--- src/rtl/mru_pkg.sv ---
// Shared types and codes for the most-recently-used key list.
package mru_pkg;

  localparam logic [2:0] CMD_ADD     = 3'd0;
  localparam logic [2:0] CMD_REM_KEY = 3'd1;
  localparam logic [2:0] CMD_REM_AT  = 3'd2;
  localparam logic [2:0] CMD_READ_AT = 3'd3;
  localparam logic [2:0] CMD_CLEAR   = 3'd4;

  localparam logic STATUS_OK    = 1'b0;
  localparam logic STATUS_RANGE = 1'b1;

  localparam int MAX_SIZE_RESET = 16;

  typedef struct packed {
    logic [2:0]  cmd;
    logic [31:0] key;
    logic [3:0]  index;
  } req_t;

  typedef struct packed {
    logic        status;
    logic        hit;
    logic [31:0] read_key;
    logic [4:0]  entry_count;
  } rsp_t;

  // Commands from the controller to the datapath
  typedef struct packed {
    logic latch;
    logic scan_start;
    logic scan_rd;
    logic scan_next;
    logic mark_hit;
    logic add_miss;
    logic set_oob;
    logic set_ptr_idx;
    logic rd_idx;
    logic mv_rd_dn;
    logic mv_wr_dn;
    logic mv_rd_up;
    logic mv_wr_up;
    logic wr_front;
    logic dec_count;
    logic clr_count;
    logic finish;
  } ctl_t;

  // Status from the datapath to the controller
  typedef struct packed {
    logic [2:0] cmd;
    logic       count_zero;
    logic       idx_oob;
    logic       match;
    logic       scan_last;
    logic       ptr_zero;
    logic       out_free;
  } sts_t;

endpackage

--- src/rtl/mru_move_to_front_list.sv ---
// Most-recently-used key list with move-to-front insertion.
// Sequence: read at, clear, spare and out-of-range requests go from dispatch to the result;
//   a search reads and compares each entry in turn, a shift reads and writes each moved entry,
//   an add ends with the front write and a removal with shortening the list.
// Throughput: one request at a time; the next is taken the cycle after the result registers.
// Reset: asynchronous, active low; empties the list and sets max_size to 16 (or DEPTH).
module mru_move_to_front_list import mru_pkg::*; #(
  parameter int DEPTH    = 16,
  parameter int KEY_BITS = 32
) (
  input  logic       clk_i,
  input  logic       rst_ni,
  input  logic       cfg_we_i,
  input  logic [4:0] cfg_wdata_i,
  input  logic       in_valid_i,
  output logic       in_ready_o,
  input  req_t       in_req_i,
  output logic       out_valid_o,
  input  logic       out_ready_i,
  output rsp_t       out_rsp_o
);

  ctl_t ctl;
  sts_t sts;

  mru_ctrl u_ctrl (
    .clk_i      (clk_i),
    .rst_ni     (rst_ni),
    .in_valid_i (in_valid_i),
    .in_ready_o (in_ready_o),
    .sts_i      (sts),
    .ctl_o      (ctl)
  );

  mru_dpath #(
    .DEPTH    (DEPTH),
    .KEY_BITS (KEY_BITS)
  ) u_dpath (
    .clk_i       (clk_i),
    .rst_ni      (rst_ni),
    .cfg_we_i    (cfg_we_i),
    .cfg_wdata_i (cfg_wdata_i),
    .in_req_i    (in_req_i),
    .out_valid_o (out_valid_o),
    .out_ready_i (out_ready_i),
    .out_rsp_o   (out_rsp_o),
    .ctl_i       (ctl),
    .sts_o       (sts)
  );

endmodule

--- src/rtl/mru_ctrl.sv ---
// Sequencer that steps each request through scan, shift and result phases.
module mru_ctrl import mru_pkg::*; (
  input  logic clk_i,
  input  logic rst_ni,
  input  logic in_valid_i,
  output logic in_ready_o,
  input  sts_t sts_i,
  output ctl_t ctl_o
);

  typedef enum logic [9:0] {
    S_IDLE     = 10'b00_0000_0001,
    S_DISPATCH = 10'b00_0000_0010,
    S_SCAN_RD  = 10'b00_0000_0100,
    S_SCAN_CMP = 10'b00_0000_1000,
    S_MOVE_DN  = 10'b00_0001_0000,
    S_SHIFT_DN = 10'b00_0010_0000,
    S_WR_FRONT = 10'b00_0100_0000,
    S_MOVE_UP  = 10'b00_1000_0000,
    S_SHIFT_UP = 10'b01_0000_0000,
    S_FINISH   = 10'b10_0000_0000
  } state_e;

  state_e state_q, state_d;

  always_ff @(posedge clk_i or negedge rst_ni) begin
    if (!rst_ni) begin
      state_q <= S_IDLE;
    end else begin
      state_q <= state_d;
    end
  end

  always_comb begin
    state_d    = state_q;
    ctl_o      = '0;
    in_ready_o = 1'b0;
    case (state_q)
      S_IDLE: begin
        in_ready_o = 1'b1;
        if (in_valid_i) begin
          ctl_o.latch = 1'b1;
          state_d     = S_DISPATCH;
        end
      end
      S_DISPATCH: begin
        case (sts_i.cmd)
          CMD_ADD: begin
            if (sts_i.count_zero) begin
              ctl_o.add_miss = 1'b1;
              state_d        = S_MOVE_DN;
            end else begin
              ctl_o.scan_start = 1'b1;
              state_d          = S_SCAN_RD;
            end
          end
          CMD_REM_KEY: begin
            if (sts_i.count_zero) begin
              state_d = S_FINISH;
            end else begin
              ctl_o.scan_start = 1'b1;
              state_d          = S_SCAN_RD;
            end
          end
          CMD_REM_AT: begin
            if (sts_i.idx_oob) begin
              ctl_o.set_oob = 1'b1;
              state_d       = S_FINISH;
            end else begin
              ctl_o.set_ptr_idx = 1'b1;
              state_d           = S_MOVE_UP;
            end
          end
          CMD_READ_AT: begin
            if (sts_i.idx_oob) begin
              ctl_o.set_oob = 1'b1;
            end else begin
              ctl_o.rd_idx = 1'b1;
            end
            state_d = S_FINISH;
          end
          CMD_CLEAR: begin
            ctl_o.clr_count = 1'b1;
            state_d         = S_FINISH;
          end
          default: begin
            state_d = S_FINISH;
          end
        endcase
      end
      S_SCAN_RD: begin
        ctl_o.scan_rd = 1'b1;
        state_d       = S_SCAN_CMP;
      end
      S_SCAN_CMP: begin
        if (sts_i.match) begin
          ctl_o.mark_hit = 1'b1;
          state_d        = (sts_i.cmd == CMD_ADD) ? S_MOVE_DN : S_MOVE_UP;
        end else if (sts_i.scan_last) begin
          if (sts_i.cmd == CMD_ADD) begin
            ctl_o.add_miss = 1'b1;
            state_d        = S_MOVE_DN;
          end else begin
            state_d = S_FINISH;
          end
        end else begin
          ctl_o.scan_next = 1'b1;
          state_d         = S_SCAN_RD;
        end
      end
      S_MOVE_DN: begin
        if (sts_i.ptr_zero) begin
          state_d = S_WR_FRONT;
        end else begin
          ctl_o.mv_rd_dn = 1'b1;
          state_d        = S_SHIFT_DN;
        end
      end
      S_SHIFT_DN: begin
        ctl_o.mv_wr_dn = 1'b1;
        state_d        = S_MOVE_DN;
      end
      S_WR_FRONT: begin
        ctl_o.wr_front = 1'b1;
        state_d        = S_FINISH;
      end
      S_MOVE_UP: begin
        // close the gap, then shorten the list
        if (sts_i.scan_last) begin
          ctl_o.dec_count = 1'b1;
          state_d         = S_FINISH;
        end else begin
          ctl_o.mv_rd_up = 1'b1;
          state_d        = S_SHIFT_UP;
        end
      end
      S_SHIFT_UP: begin
        ctl_o.mv_wr_up = 1'b1;
        state_d        = S_MOVE_UP;
      end
      S_FINISH: begin
        // hold until the output register is free
        if (sts_i.out_free) begin
          ctl_o.finish = 1'b1;
          state_d      = S_IDLE;
        end
      end
      default: begin
        state_d = S_IDLE;
      end
    endcase
  end

endmodule

--- src/rtl/mru_dpath.sv ---
// Key store, pointers, size register and output register of the list.
module mru_dpath import mru_pkg::*; #(
  parameter int DEPTH    = 16,
  parameter int KEY_BITS = 32
) (
  input  logic       clk_i,
  input  logic       rst_ni,
  input  logic       cfg_we_i,
  input  logic [4:0] cfg_wdata_i,
  input  req_t       in_req_i,
  output logic       out_valid_o,
  input  logic       out_ready_i,
  output rsp_t       out_rsp_o,
  input  ctl_t       ctl_i,
  output sts_t       sts_o
);

  localparam int CW        = $clog2(DEPTH + 1);
  localparam int AW        = (DEPTH > 1) ? $clog2(DEPTH) : 1;
  localparam int CB        = (KEY_BITS < 32) ? KEY_BITS : 32;
  localparam int MaxReset  = (DEPTH < MAX_SIZE_RESET) ? DEPTH : MAX_SIZE_RESET;

  logic [KEY_BITS-1:0] mem_q [DEPTH];
  logic [KEY_BITS-1:0] rd_q;

  logic [2:0]          cmd_q;
  logic [KEY_BITS-1:0] key_q;
  logic [3:0]          idx_q;
  logic [CW-1:0]       ptr_q, ptr_d;
  logic [CW-1:0]       count_q, count_d;
  logic [CW-1:0]       max_q;
  logic                hit_q, status_q;
  logic                out_valid_q;
  rsp_t                out_q;

  logic                we, re;
  logic [AW-1:0]       wa, ra;
  logic [KEY_BITS-1:0] wd;
  logic [CW:0]         ptr_inc;
  logic [CW-1:0]       miss_pos;

  assign ptr_inc  = {1'b0, ptr_q} + {{CW{1'b0}}, 1'b1};
  assign miss_pos = (count_q == max_q) ? (max_q - CW'(1)) : count_q;

  // memory port selection
  always_comb begin
    we = 1'b0;
    wa = ptr_q[AW-1:0];
    wd = rd_q;
    re = 1'b0;
    ra = ptr_q[AW-1:0];
    if (ctl_i.mv_wr_dn || ctl_i.mv_wr_up) begin
      we = 1'b1;
    end else if (ctl_i.wr_front) begin
      we = 1'b1;
      wa = '0;
      wd = key_q;
    end
    if (ctl_i.scan_rd) begin
      re = 1'b1;
    end else if (ctl_i.mv_rd_dn) begin
      re = 1'b1;
      ra = AW'(ptr_q - CW'(1));
    end else if (ctl_i.mv_rd_up) begin
      re = 1'b1;
      ra = AW'(ptr_inc);
    end else if (ctl_i.rd_idx) begin
      re = 1'b1;
      ra = AW'(idx_q);
    end
  end

  always_ff @(posedge clk_i) begin
    if (we) begin
      mem_q[wa] <= wd;
    end
    if (re) begin
      rd_q <= mem_q[ra];
    end
  end

  always_comb begin
    ptr_d = ptr_q;
    if (ctl_i.scan_start) begin
      ptr_d = '0;
    end else if (ctl_i.scan_next || ctl_i.mv_wr_up) begin
      ptr_d = ptr_inc[CW-1:0];
    end else if (ctl_i.mv_wr_dn) begin
      ptr_d = ptr_q - CW'(1);
    end else if (ctl_i.add_miss) begin
      ptr_d = miss_pos;
    end else if (ctl_i.set_ptr_idx) begin
      ptr_d = CW'(idx_q);
    end
  end

  always_comb begin
    count_d = count_q;
    if (ctl_i.add_miss) begin
      count_d = miss_pos + CW'(1);
    end else if (ctl_i.dec_count) begin
      count_d = count_q - CW'(1);
    end else if (ctl_i.clr_count) begin
      count_d = '0;
    end
  end

  // request payload
  always_ff @(posedge clk_i) begin
    if (ctl_i.latch) begin
      cmd_q <= in_req_i.cmd;
      key_q <= KEY_BITS'(in_req_i.key[CB-1:0]);
      idx_q <= in_req_i.index;
    end
    ptr_q <= ptr_d;
  end

  always_ff @(posedge clk_i or negedge rst_ni) begin
    if (!rst_ni) begin
      count_q     <= '0;
      max_q       <= CW'(MaxReset);
      hit_q       <= 1'b0;
      status_q    <= STATUS_OK;
      out_valid_q <= 1'b0;
    end else begin
      count_q <= count_d;
      if (cfg_we_i && (count_q == '0)) begin
        if (cfg_wdata_i == 5'd0) begin
          max_q <= CW'(1);
        end else if (int'(cfg_wdata_i) > DEPTH) begin
          max_q <= CW'(DEPTH);
        end else begin
          max_q <= CW'(cfg_wdata_i);
        end
      end
      if (ctl_i.latch) begin
        hit_q    <= 1'b0;
        status_q <= STATUS_OK;
      end else begin
        if (ctl_i.mark_hit) begin
          hit_q <= 1'b1;
        end
        if (ctl_i.set_oob) begin
          status_q <= STATUS_RANGE;
        end
      end
      if (ctl_i.finish) begin
        out_valid_q <= 1'b1;
      end else if (out_ready_i) begin
        out_valid_q <= 1'b0;
      end
    end
  end

  always_ff @(posedge clk_i) begin
    if (ctl_i.finish) begin
      out_q.status      <= status_q;
      out_q.hit         <= hit_q;
      out_q.read_key    <= ((cmd_q == CMD_READ_AT) && (status_q == STATUS_OK))
                           ? 32'(rd_q[CB-1:0]) : 32'd0;
      out_q.entry_count <= 5'(count_q);
    end
  end

  assign sts_o.cmd        = cmd_q;
  assign sts_o.count_zero = (count_q == '0);
  assign sts_o.idx_oob    = (int'(idx_q) >= int'(count_q));
  assign sts_o.match      = (rd_q == key_q);
  assign sts_o.scan_last  = (ptr_inc >= {1'b0, count_q});
  assign sts_o.ptr_zero   = (ptr_q == '0);
  assign sts_o.out_free   = !out_valid_q || out_ready_i;

  assign out_valid_o = out_valid_q;
  assign out_rsp_o   = out_q;

endmodule
--- config.mk ---
export PLATFORM = sky130hd
export DESIGN_NAME = mru_move_to_front_list
export DESIGN_NICKNAME = d
export VERILOG_FILES = /design/src/rtl/mru_pkg.sv /design/src/rtl/mru_move_to_front_list.sv /design/src/rtl/mru_ctrl.sv /design/src/rtl/mru_dpath.sv
export SDC_FILE = /design/constraint.sdc
export NUM_CORES = 1
export LEC_CHECK = 0
export ABC_AREA = 1
export CORE_ASPECT_RATIO = 0.8
export CORE_MARGIN = 3
export CORE_UTILIZATION = 40
export CTS_BUF_LIST = sky130_fd_sc_hd__clkbuf_4
export DETAILED_ROUTE_END_ITERATION = 10
export DONT_BUFFER_PORTS = 1
export GPL_TIMING_DRIVEN = 0
export SYNTH_ARGS = -nofsm -noshare
export SYNTH_HDL_FRONTEND = slang
export SYNTH_SLANG_ARGS = --single-unit
--- constraint.sdc ---
create_clock -name clk_i -period 8.7 [get_ports clk_i]
set_input_delay 0 -clock clk_i [delete_from_list [all_inputs] [get_ports clk_i]]
set_output_delay 0 -clock clk_i [all_outputs]
set_load 0.02 [all_outputs]
=== Word-level counts from Yosys, hierarchy flattened ===
Memory sizes are Yosys's and may differ from the RTL's. A register that Yosys moved wholly into a read port is not among the register bits.
Cells that the tools add are included.

* Memories kept: 1
* Bits in registers: 106
* Logic and storage cells: 140
* Input port bits: 49
* Output and inout bits: 41
* RAM bits: 512

* $lt $le $gt $ge: 3
* Reduce and logical (&&, ||, !) cells: 18
* Bitwise operators: 1
* Eq/ne operators: 18
* Muxes and demuxes: 80
* Add/subtract/negate cells: 5

{| class="wikitable"
|+ Memories
! memory !! words !! bits a word !! read ports !! clocked after memory_dff !! wr ports !! RTL line !! text
|-
| u_dpath.mem_q || 16 || 32 || 1 || 1 || 1 || mru_dpath.sv:23 || <nowiki>logic [KEY_BITS-1:0] mem_q [DEPTH];</nowiki>
|}

{| class="wikitable"
|+ Operators by type and width
! kind !! number
|-
| case mux 10 bit (10 select lines) || 1
|-
| two-way mux 10 bit || 8
|-
| two-way mux 32 bit || 2
|-
| two-way mux 5 bit || 11
|-
| two-way mux 1 bit || 46
|-
| equality test 32 bit || 1
|-
| case mux 10 bit (3 select lines) || 1
|-
| two-way mux 4 bit || 6
|-
| logical NOT 5 bit || 3
|-
| subtractor 5 x 1 -> 5 bit (second input constant) || 3
|-
| equality test 10 x 1 -> 1 bit (second input constant) || 1
|-
| equality test 10 bit (second input constant) || 1
|-
| equality test 10 x 2 -> 1 bit (second input constant) || 1
|-
| equality test 10 x 3 -> 1 bit (second input constant) || 1
|-
| equality test 10 x 4 -> 1 bit (second input constant) || 1
|-
| equality test 10 x 5 -> 1 bit (second input constant) || 1
|-
| equality test 10 x 6 -> 1 bit (second input constant) || 1
|-
| equality test 10 x 7 -> 1 bit (second input constant) || 1
|-
| equality test 10 x 8 -> 1 bit (second input constant) || 1
|-
| equality test 10 x 9 -> 1 bit (second input constant) || 1
|-
| two-way mux 8 bit || 1
|-
| two-way mux 7 bit || 1
|-
| adder 5 x 1 -> 6 bit (second input constant) || 1
|-
| equality test 3 x 2 -> 1 bit (second input constant) || 2
|-
| 21 further kinds || 28
|}

=== Logic depth before layout (Yosys ltp) ===
Gate-level depths: netlist (run 1).

* Depth in word-level cells: 8
* Depth in mapped cells: 23
* Mapped depth without buffers: 20

=== Modules after synthesis ===
From an unflattened synthesis (run 1), not the netlist that was laid out.

* Cell total of the unflattened synthesis: 2424
* Area total of the unflattened synthesis: 27561.4 sq um

{| class="wikitable"
|+ Modules (own cells, without submodules)
! module !! area each (sq um) !! cells an instance !! times used !! sequential area each (sq um)
|-
| mru_dpath || 26688.1 || 2286 || 1 || 19104.6
|-
| mru_ctrl || 873.3 || 138 || 1 || 251.5
|}

=== Worst setup path after synthesis (run 1) ===
No wires, ideal clock.

* Path kind: flip-flop to flip-flop
* From: register u_ctrl.state_q[7]
* To: register u_dpath.cmd_q[0], enable pin
* Path slack: 3573 ps
* Data required time: 8164 ps
* Stages on the path, launching flop included: 4
* Clock period less this slack: 5127 ps
* Buffers on the path: 0
* Setup time: 536 ps
* Data arrival time: 4592 ps
* Cell sequence: dfrtp_1 -> nor2_2 -> nand2_2 -> nor4_1

{| class="wikitable"
|+ RTL lines
! item !! RTL line !! text
|-
| start: declaration || mru_ctrl.sv:24 || <nowiki>state_e state_q, state_d;</nowiki>
|-
| start signal: assignment || mru_ctrl.sv:30 || <nowiki>state_q <= state_d;</nowiki>
|-
| end signal: assignment || mru_dpath.sv:111 || <nowiki>cmd_q <= in_req_i.cmd;</nowiki>
|-
| end: declaration || mru_dpath.sv:26 || <nowiki>logic [2:0] cmd_q;</nowiki>
|}

=== Worst setup path in the final report (run 1) ===
* From: register u_dpath.ptr_q[0]
* To: register u_dpath.rd_q[27], read port of u_dpath.mem_q, data pin

* Longest elaborated chain between the ends: 7
* Elaborated cells on any way between the ends: 15
* Those cells by class: add/sub (2); order compare (1); mux (11); reduce/logical (1)

{| class="wikitable"
|+ Ends and longest elaborated chain
! item !! RTL line !! text
|-
| start: declaration || mru_dpath.sv:29 || <nowiki>logic [CW-1:0] ptr_q, ptr_d;</nowiki>
|-
| start signal: assignment || mru_dpath.sv:115 || <nowiki>ptr_q <= ptr_d;</nowiki>
|-
| adder 5 x 1 -> 6 bit || mru_dpath.sv:42 || <nowiki>assign ptr_inc = {1'b0, ptr_q} + {{CW{1'b0}}, 1'b1};</nowiki>
|-
| greater-or-equal comparator 6 x 5 -> 1 bit || mru_dpath.sv:169 || <nowiki>assign sts_o.scan_last = (ptr_inc >= {1'b0, count_q});</nowiki>
|-
| two-way mux 1 bit || mru_ctrl.sv:129 || <nowiki>if (sts_i.scan_last) begin</nowiki>
|-
| two-way mux 1 bit || mru_ctrl.sv:38 || <nowiki>case (state_q)</nowiki>
|-
| two-way mux 4 bit / two-way mux 1 bit (equally long branches) || mru_dpath.sv:64 || <nowiki>end else if (ctl_i.mv_rd_up) begin</nowiki>
|-
| two-way mux 4 bit / two-way mux 1 bit (equally long branches) || mru_dpath.sv:61 || <nowiki>end else if (ctl_i.mv_rd_dn) begin</nowiki>
|-
| two-way mux 4 bit / two-way mux 1 bit (equally long branches) || mru_dpath.sv:59 || <nowiki>if (ctl_i.scan_rd) begin</nowiki>
|-
| end: declaration || mru_dpath.sv:24 || <nowiki>logic [KEY_BITS-1:0] rd_q;</nowiki>
|}

Several ways; a longest one is shown, not always the timed one.
A chain may end at the register's enable or synchronous reset.

==> results_dict.tcl, run 1 <==
set metrics [dict create \
    status "completed" \
    fp.dieW_um 301 \
    cp_common_cell "nand2_1" \
    grt_pass1_wl_um 130000 \
    hold_viol_final 0 \
    io_buffers 0 \
    start_kind "flip-flop" \
    wl_per_cell_um 23.5 \
    synthArstFlopShare_pct 3.54 \
    drt-total-wl_um 89500 \
    worstPathArrival_ps 5030 \
    path_buf_inv 2 \
    p_per_area_nw_per_um2 289 \
    postSynthAreaPerCell_um2 11.3 \
    synthTopCellsByCount "nand3_1 (696), edfxtp_1 (622), nand2_1 (570), inv_1 (123), nor2_1 (118)" \
    yosys-top-cells-area "edfxtp_1 (67%), nand3_1 (12%), nand2_1 (7.7%)" \
    cts-htree-levels 4 \
    leakage_nw 12.5 \
    drt_pass1_iterations 9 \
    endpoint_kind "flip-flop" \
    grt_max_degree 24 \
    critical-path-max-stage-delay_ps 590 \
    crit_slowest_cell "dfxtp_1" \
    clk_pin_slew_worst_paths_ps 80 \
    skew_ps 71.9 \
    grt.met2_usage_pct 33.7 \
    gp_congestion 0.912 \
    initial_core_util_pct 41.0 \
    rsz0062_at_grt "false" \
    antenna_found_initial 3 \
    gr-usage-met3_pct 9.17 \
    drv_slew 0 \
    postCtsSetupBuffers 0 \
    grt_usage_pct 24.2 \
    syn_to_final_growth_pct 17.9 \
    post-place-ws_ps 4560 \
    fin_ws_ps 4380 \
    fin_crit_sh_pct 49.7 \
    cp_data_required_time_ps 9410 \
    cap_violations 0 \
    fp.coreArea_um2 68200 \
    rr_startpoint "u_dpath.ptr_q[0]$_SDFFE_PP0P_" \
    yosys.cell_types.count 41 \
    fp-row-count 85 \
    cp_top_family "simple AND/OR/NAND/NOR gates" \
    ys.flop_type "edfxtp_1" \
    synth-seq-cells 650 \
    dpl.hpwl_um 60200 \
    dieArea_um2 73000 \
    cts_tree "built" \
    cp_max_fo 10 \
    peakVddDrop_v 0.000151 \
    finalSetupTns_ps 0 \
    grt_pass1_vias 20400 \
    grt_overflow 0 \
    vias 21100 \
    cts_buffer_depth 3 \
    worstSetupPathType "reg2reg" \
    syn-num-nets 2537 \
    clockRootBuffer "clkbuf_4" \
    fill_cells 6115 \
    tightest_slew_ps 1210 \
    fin_nets 2853 \
    pin_count 90 \
    grt_busiest_layer "met1" \
    drive_gt1_share_pct 16.1 \
    finalSetupViolCount 0 \
    drc 0 \
    die_h_um 242 \
    timing.slew.headroom_pct 19.5 \
    numCtsBuffers 157 \
    clock.fmax_mhz 231 \
    cp-startpoint "u_dpath.ptr_q[0]$_SDFFE_PP0P_" \
    min_period_ps 4320 \
    post-synth-top-area-cell "edfxtp_1" \
    grt.met1_usage_pct 34.2 \
    synthesis.instances 2474 \
    hp-class "in2async" \
    synth_top_area_share_pct 66.9 \
    syn_area_um2 27900 \
    antenna_left 0 \
    clk_latency_ps 950 \
    drtIter0Drc 2543 \
    crit_chain "ha_1 -> nand3_1 -> xor2_1 -> ha_1 -> nand2_1 -> nand2_1 -> nor2_1 -> nand3_4 -> nand4_2 -> buf_2 -> buf_2 -> nand3_1 -> nand3_1 -> nand3_1 -> nand2_1 -> nand2_1 -> nand2_1" \
    cts_sinks 650 \
    viasPerCell 5.56 \
    yosysSeqAreaShare_pct 69.3 \
    synth-edff-count 622 \
    yosys_warnings 0 \
    synth.most_common_cell "nand3_1" \
]
==> metrics by stage <==
stage | util, % | power [W] | hold slack, ps | instance area [um^2] | std cells
3_5_place_dp | 43.9 | 0.00691 | -294 | 29900 | 3439
6_report | 48.3 | 0.00953 | 139 | 32900 | 3803
3_3_place_gp | 42.6 | 0.00685 | -294 | 29100 | 3387
2_1_floorplan | - | 0.00573 | -296 | 27900 | 2474
4_1_cts | 48.3 | 0.00947 | 109 | 32900 | 3798
5_1_grt | 48.3 | 0.0100 | 99.1 | 32900 | 3803
==> worst min-delay path: cells and delay by family <==
| family | cells | cell delay, ps |
|---|---|---|
| buffers and inverters | 4 | 1420 |
==> report_power, final <==
group / leakage [nW] / internal, W / switching (W)
logic: 5.39 / 0.000967 / 0.00234
clock network: 1.13 / 0.00126 / 0.00124
registers: 5.96 / 0.00359 / 0.000121
total: 12.5 / 0.00582 / 0.00371
==> path summary, 6_finish.rpt <==
| check | end | slack, ps | cells past startpoint |
|---|---|---|---|
| min in group clk_i | u_dpath.key_q[2]$_DFFE_PP_ | 210 | 2 |
| setup reg to reg | u_dpath.rd_q[27]$_DFFE_PP_ | 4380 | 17 |
| max in group asynchronous | u_ctrl.state_q[0]$_DFFE_PN1P_ | 8320 | 4 |
| hold reg to reg | u_dpath.out_rsp_o[37]$_DFFE_PP_ | 470 | 0 |
| hold / removal | u_dpath.max_q[3]$_DFFE_PN0P_ | 140 | 4 |
| setup / recovery | u_dpath.rd_q[27]$_DFFE_PP_ | 4380 | 17 |
==> cells by family (layout without fill, tap and decap cells) <==
group           Yosys count  count (layout)  synth area share [%]
simple gates           1427            1427                  22.8
flops                   650             650                  69.3
fa+ha+maj                14              14                 0.627
compound gates           77              77                  1.51
xor+xnor                 33              33                  1.04
buf+inv                 273             684                  4.66
other cells               0               5                     0
==> cell type report <==
type                            instances  area [um^2]  area share [%]
Antenna cell                            5         12.5          0.0380
Buffer                                144          816            2.48
Clock buffer                          222         1670            5.06
Clock inverter                         32          235           0.715
Inverter                              129          484            1.47
Multi-Input combinational cell       1551         7420            22.5
Sequential cell                       650        19400            58.8
Tap cell                              913         1140            3.47
Timing Repair Buffer                  157         1780            5.42
==> sequential cells by signal, summed over array words and instances, names as in the netlist, 3 cells and up <==
register	flops
u_dpath.mem_q	512
u_dpath.out_rsp_o	39
u_dpath.key_q	32
u_dpath.rd_q	32
u_ctrl.state_q	10
u_dpath.count_q	5
u_dpath.max_q	5
u_dpath.ptr_q	5
u_dpath.idx_q	4
u_dpath.cmd_q	3
==> per-layer routing <==
| layer | vias to the layer above | share of wire [%] |
|---|---|---|
| li1 | 9454 | - |
| met4 | 4 | 3.4 |
| met1 | 10200 | 42 |
| met2 | 1296 | 41 |
| met3 | 215 | 13 |
| met5 | - | 0.19 |
==> cells in the final DEF, fill, tap and decap left out, types with 8 or more instances in the layout <==
master,n
o21ai_0,15
inv_1,123
buf_4,42
nand4_1,14
clkbuf_4,222
xnor2_1,21
inv_2,8
xor2_1,12
nand3_1,696
ha_1,14
buf_2,94
clkbuf_1,20
buf_12,17
nor2_4,18
nor2_1,102
a21oi_1,12
buf_6,19
edfxtp_1,622
o21ai_1,28
nand2_1,570
clkinv_1,16
dfrtp_1,21
dlygate4sd3_1,103
==> timing repair <==
action | CTS | global route
hold buffers | 105 | 0
setup endpoints to repair | 0 | 0
resized for setup | 0 | 0
endpoints found under the hold margin | 151 | 0
Power figures use the tool's default switching activity.
==> run 2, diff against run 1 <==
- clock period: 8.7 -> 4.2 ns (I/O delays scaled with it)
==> run 2 against run 1 <==
  * First-iteration DRC count up 16%
  * Sequential power grew 110%
  * Sequential share of layout area shrank 0.081 points
  * Worst setup slack got worse by 4200 ps
  * Final area increased by 0.14%
  * Critical path depth did not move
  * Critical endpoint is now u_dpath.rd_q[13]$_DFFE_PP_
==> results_dict.tcl, run 2 (synthesis gave the netlist of run 1 again) <==
set metrics [dict create \
    intPower_w 0.0122 \
    critical-path-max-stage-delay_ps 520 \
    fp.dieW_um 301 \
    instances_no_fill 3805 \
    cts_sinks 650 \
    seq_power_share_pct 39.0 \
    die_h_um 242 \
    fp.coreArea_um2 68200 \
    cp.depth 17 \
    drc 0 \
    path_buf_inv 2 \
    grt_overflow 0 \
    gp_congestion 0.893 \
    largest_reg_flops 512 \
    tightest_slew_ps 1190 \
    power_w 0.0197 \
    power.share.switching_pct 38.4 \
    crit_chain "ha_1 -> nand3_1 -> xor2_1 -> ha_1 -> nand2_1 -> nand2_1 -> nor2_1 -> nand3_4 -> nand4_2 -> buf_2 -> buf_2 -> nand3_1 -> nand3_1 -> nand3_1 -> nand2_1 -> nand2_1 -> nand2_1" \
    fp-row-count 85 \
    endpoint_kind "flip-flop" \
    crit_slowest_cell "dfxtp_1" \
    drive_gt1_share_pct 15.8 \
    clk_pin_slew_worst_paths_ps 70 \
    worstSetupPathType "reg2reg" \
    wl_per_cell_um 23.5 \
    cap_violations 0 \
    fin_nets 2847 \
    peakVddDrop_v 0.000294 \
    hold_viol_final 0 \
    rr_startpoint "u_dpath.ptr_q[1]$_SDFFE_PP0P_" \
    r2r_cells 17 \
    r2r_end "u_dpath.rd_q[13]$_DFFE_PP_" \
    numCtsBuffers 155 \
    cp_top_family "simple AND/OR/NAND/NOR gates" \
    dpl.hpwl_um 60500 \
    worstPathArrival_ps 4720 \
    start_kind "flip-flop" \
    min_period_ps 3980 \
    regMostFlops "u_dpath.mem_q" \
    cp_data_required_time_ps 4940 \
    grt_pass1_wl_um 131000 \
    fin_crit_sh_pct 94.7 \
    cts-htree-levels 4 \
    cp_common_cell "nand2_1" \
    grt_max_degree 24 \
    placed_cell_area_um2 29900 \
    pin_count 90 \
    vias 21200 \
    viasPerCell 5.57 \
    timing.slew.headroom_pct 20.4 \
    leakage_nw 12.5 \
    antenna_left 0 \
    drt-total-wl_um 89500 \
    stdcell_area_um2 33000 \
    hp-class "in2async" \
    drt_pass1_iterations 6 \
    finalSetupViolCount 0 \
    cts_buffer_depth 3 \
    drv_slew 0 \
    rsz0062_at_grt "false" \
    cts_tree "built" \
    crit_end "u_dpath.rd_q[13]$_DFFE_PP_" \
    layout_common_cells "nand3_1 (696), edfxtp_1 (622), nand2_1 (570)" \
    p_per_area_nw_per_um2 599 \
    clk_latency_ps 930 \
    syn_to_final_growth_pct 18.1 \
    final_common_cell "nand3_1" \
    antenna_found_initial 2 \
    power_frac_clock_pct 27.0 \
    initial_core_util_pct 41.0 \
    dieArea_um2 73000 \
    clock.fmax_mhz 251 \
    status "completed" \
    skew_ps 43.6 \
    power_frac_comb_pct 34.0 \
    cp-startpoint "u_dpath.ptr_q[1]$_SDFFE_PP0P_" \
    clockRootBuffer "clkbuf_4" \
    cp_max_fo 10 \
    dp_cells 3435 \
    io_buffers 0 \
    timing.reg2reg.setup_slack_ps 220 \
    grt_usage_pct 24.3 \
    drtIter0Drc 2957 \
    switchingPower_w 0.00757 \
    grt_pass1_vias 20600 \
]
[run 2: routing by layer]
layer  track usage (%)  up-vias  share of wire [%]
met3              7.60      191                 13
met1              34.9    10200                 42
met4              8.30        0                3.0
met2              34.8     1383                 42
li1                  -     9445                  -
met5                 0        -                  0
[run 2: worst min path at each step]
stage                 from                              to  slack, ps
CTS                 rst_ni  u_dpath.count_q[2]$_DFFE_PN0P_         90
detailed placement  rst_ni  u_dpath.count_q[3]$_DFFE_PN0P_       -290
global placement    rst_ni  u_dpath.count_q[3]$_DFFE_PN0P_       -290
global route        rst_ni       u_dpath.hit_q$_DFFE_PN0P_        110
finish              rst_ni  u_dpath.count_q[2]$_DFFE_PN0P_        150
floorplan           rst_ni   u_ctrl.state_q[1]$_DFFE_PN0P_       -300
[run 2: repair_timing]
item	in CTS	in global routing
setup buffers	0	0
resized for setup	0	1
hold endpoints to repair	151	0
endpoints found under the setup margin	0	11
hold buffers	105	0
[run 2: cell type report]
cell class                 count  area (um^2)
antenna                        2         5.00
inverter                     129          484
clock buffer                 220         1650
multi-input combinational   1551         7430
tap                          913         1140
fill                        6068        35200
sequential                   650        19400
clock inverter                43          328
timing repair buffer         153         1750
buffer                       144          816
[run 2: worst register-to-register path: stages, from the launching register on]
cell,delay (ps)
dfxtp_1,520
ha_1,250
nand3_1,100
xor2_1,240
ha_1,290
nand2_1,70
nand2_1,60
nor2_1,280
nand3_4,200
nand4_2,300
buf_2,390
buf_2,390
nand3_1,140
nand3_1,110
nand3_1,140
nand2_1,100
nand2_1,90
nand2_1,150
[run 2: stage by stage]
stage                     hold WS, ps  worst slack [ps]  setup TNS, ps  util (%)
after floorplan                  -296               740              0         -
after global placement           -294             -1690        -535510      42.6
after detailed placement         -294               241              0      43.9
after CTS                        85.4               220              0      48.3
after global routing              113              6.36              0      48.4
final                             150               221              0      48.4
[run 2: power groups by stage]
stage	combinational, W	sequential (W)	clock [W]
after detailed placement	0.00640	0.00782	0
after CTS	0.00657	0.00768	0.00540
after floorplan	0.00412	0.00774	0
after global placement	0.00621	0.00785	0
after global routing	0.00730	0.00771	0.00573
final	0.00671	0.00769	0.00533
==> run 3, diff against run 2 <==
- SYNTH_HIERARCHICAL: default -> 1
==> run 3 against run 2 <==
  * Clock power about the same
  * First-iteration DRC count decreased by 22%
  * Clock skew grew 13 ps
  * Synthesized cell count decreased by 2.0%
  * Worst hold slack got worse by 8.9 ps
  * Cell count is 0.74% lower
  * Die area down 1.3%
  * Core utilization rose by 0.073 points
  * Critical path type unchanged
  * Largest power group is now combinational cells
==> results_dict.tcl, run 3 <==
set metrics [dict create \
    drive_gt1_share_pct 17.3 \
    fp.dieW_um 299 \
    syn_to_final_growth_pct 19.0 \
    fp.coreArea_um2 67700 \
    numCtsBuffers 166 \
    gp_congestion 0.887 \
    finalSetupTns_ps 0 \
    grt_overflow 0 \
    largest_reg_flops 512 \
    tightest_slew_ps 1120 \
    drv_slew 0 \
    clock.fmax_mhz 247 \
    worstPathArrival_ps 4670 \
    cp_max_fo 16 \
    synth.most_common_cell "nand2_1" \
    viasPerCell 5.30 \
    cts_tree "built" \
    status "completed" \
    vias 20000 \
    synthesis.instances 2424 \
    regMostFlops "u_dpath/mem_q" \
    grt_pass1_vias 19300 \
    hp-class "in2reg" \
    drtIter0Drc 2321 \
    yosys_warnings 6 \
    fin_nets 2805 \
    ys.flop_type "edfxtp_1" \
    antenna_left 0 \
    synthArstFlopShare_pct 3.54 \
    fp-row-count 85 \
    pin_count 90 \
    postLayoutCoreUtil_pct 48.4 \
    finalSetupViolCount 0 \
    synth-edff-count 622 \
    synth-seq-cells 650 \
    synthTopCellsByCount "nand2_1 (641), edfxtp_1 (622), nor2_1 (220), nand3_1 (208), inv_1 (183)" \
    clk_latency_ps 1010 \
    drt_pass1_iterations 6 \
    rsz0062_at_grt "true" \
    cts-htree-levels 4 \
    endpoint_kind "flip-flop" \
    die_h_um 241 \
    timing.slew.headroom_pct 24.9 \
    cts_sinks 650 \
    antenna_found_initial 2 \
    hold_viol_final 0 \
    dieArea_um2 72100 \
    fin_crit_sh_pct 96.4 \
    postSynthAreaPerCell_um2 11.4 \
    yosys.cell_types.count 44 \
    grt_usage_pct 22.9 \
    final_common_cell "nand2_1" \
    yosys-top-cells-area "edfxtp_1 (68%), nand2_1 (8.7%), nand3_1 (3.8%)" \
    initial_core_util_pct 40.7 \
    grt_pass1_wl_um 121000 \
    yosysSeqAreaShare_pct 70.2 \
    grt_max_degree 33 \
    syn-num-nets 2487 \
    drc 0 \
    p_per_area_nw_per_um2 636 \
    skew_ps 56.4 \
    leakage_nw 12.5 \
    io_buffers 0 \
    start_kind "flip-flop" \
    wl_per_cell_um 21.8 \
    cp_data_required_time_ps 4830 \
    clk_pin_slew_worst_paths_ps 80 \
    layout_common_cells "nand2_1 (640), edfxtp_1 (622), clkbuf_4 (249)" \
    post-synth-top-area-cell "edfxtp_1" \
    synth_top_area_share_pct 67.8 \
    drt-total-wl_um 82300 \
    worstSetupPathType "reg2reg" \
    min_period_ps 4050 \
    cts_buffer_depth 3 \
    peakVddDrop_v 0.000301 \
    dpl.hpwl_um 55700 \
    cap_violations 0 \
    syn_area_um2 27600 \
    clockRootBuffer "clkbuf_4" \
]
==> run 3: what timing repair did <==
item                                   in CTS  in global routing
buffers inserted                            2                  1
endpoints found under the hold margin     151                  0
setup endpoints to repair                  32                278
pin swaps                                   1                  3
resized for setup                          48                 31
hold buffers                              104                  0
==> run 3: routing by layer <==
layer | wire length [um] | global-route usage [%] | vias up
li1 | - | - | 9130
met1 | 34800 | 31.6 | 9689
met2 | 36500 | 34.4 | 1056
met3 | 8820 | 6.59 | 152
met4 | 2300 | 8.95 | 0
met5 | 0 | 0 | -
==> run 3: worst paths after layout <==
path                                               start                              end  slack, ps  cells past startpoint
min                                         in_req_i[14]      u_dpath/key_q[10]$_DFFE_PP_        140                      2
min in group asynchronous                         rst_ni     u_dpath/max_q[0]$_DFFE_PN0P_        610                      5
max in group asynchronous                         rst_ni    u_ctrl/state_q[0]$_DFFE_PN1P_       3340                      5
max                        u_ctrl/state_q[0]$_DFFE_PN1P_   u_dpath/mem_q[5][15]$_DFFE_PP_        150                     12
min reg2reg                    u_dpath/hit_q$_DFFE_PN0P_  u_dpath/out_rsp_o[37]$_DFFE_PP_        460                      0
max reg2reg                u_ctrl/state_q[0]$_DFFE_PN1P_   u_dpath/mem_q[5][15]$_DFFE_PP_        150                     12
==> run 3: logic make-up after synthesis <==
kind of cell             share of synthesized area, %
adder cells (fa/ha/maj)                         0.636
AO/OA/AOI/OAI                                    5.97
XOR/XNOR                                         1.11
AND/OR/NAND/NOR                                  17.6
buffers and inverters                            4.48
flip-flops                                       70.2
==> run 3: layout make-up <==
class                   instances  area, um^2
diodes                          8        20.0
plain buffers                 115         618
clock buffers                 244        1830
clock inverters                38         234
fillers                      6034       34900
inverters                     189         709
multi-input cells            1470        7180
flip-flops and latches        650       19400
well taps                     913        1140
repair buffers                150        1710
==> run 3: power by group <==
group	internal, W	switching, W
clock	0.00282	0.00250
combinational	0.00226	0.00553
sequential	0.00749	0.000280
==> run 3: critical path, cell delays in order (launching register included) <==
cell	delay (ps)
dfstp_2	560
nor2_2	60
nand2_2	140
nor2_4	60
nand3_1	130
inv_1	70
nor2_1	320
nand2_1	180
inv_1	150
buf_1	670
clkbuf_1	620
nand2_1	110
o21ai_1	610
==> run 3: metrics by stage <==
stage / setup slack, ps / instance area (um^2) / hold WS (ps) / instances / total power (W)
floorplan: 99.9 / 27600 / -296 / 2424 / 0.0123
global placement: -3000 / 28700 / -295 / 3337 / 0.0149
detailed placement: -708 / 29400 / -295 / 3380 / 0.0151
CTS: 6.10 / 32700 / 65.7 / 3768 / 0.0207
global route: -139 / 32800 / 77.8 / 3775 / 0.0220
finish: 153 / 32800 / 141 / 3777 / 0.0209
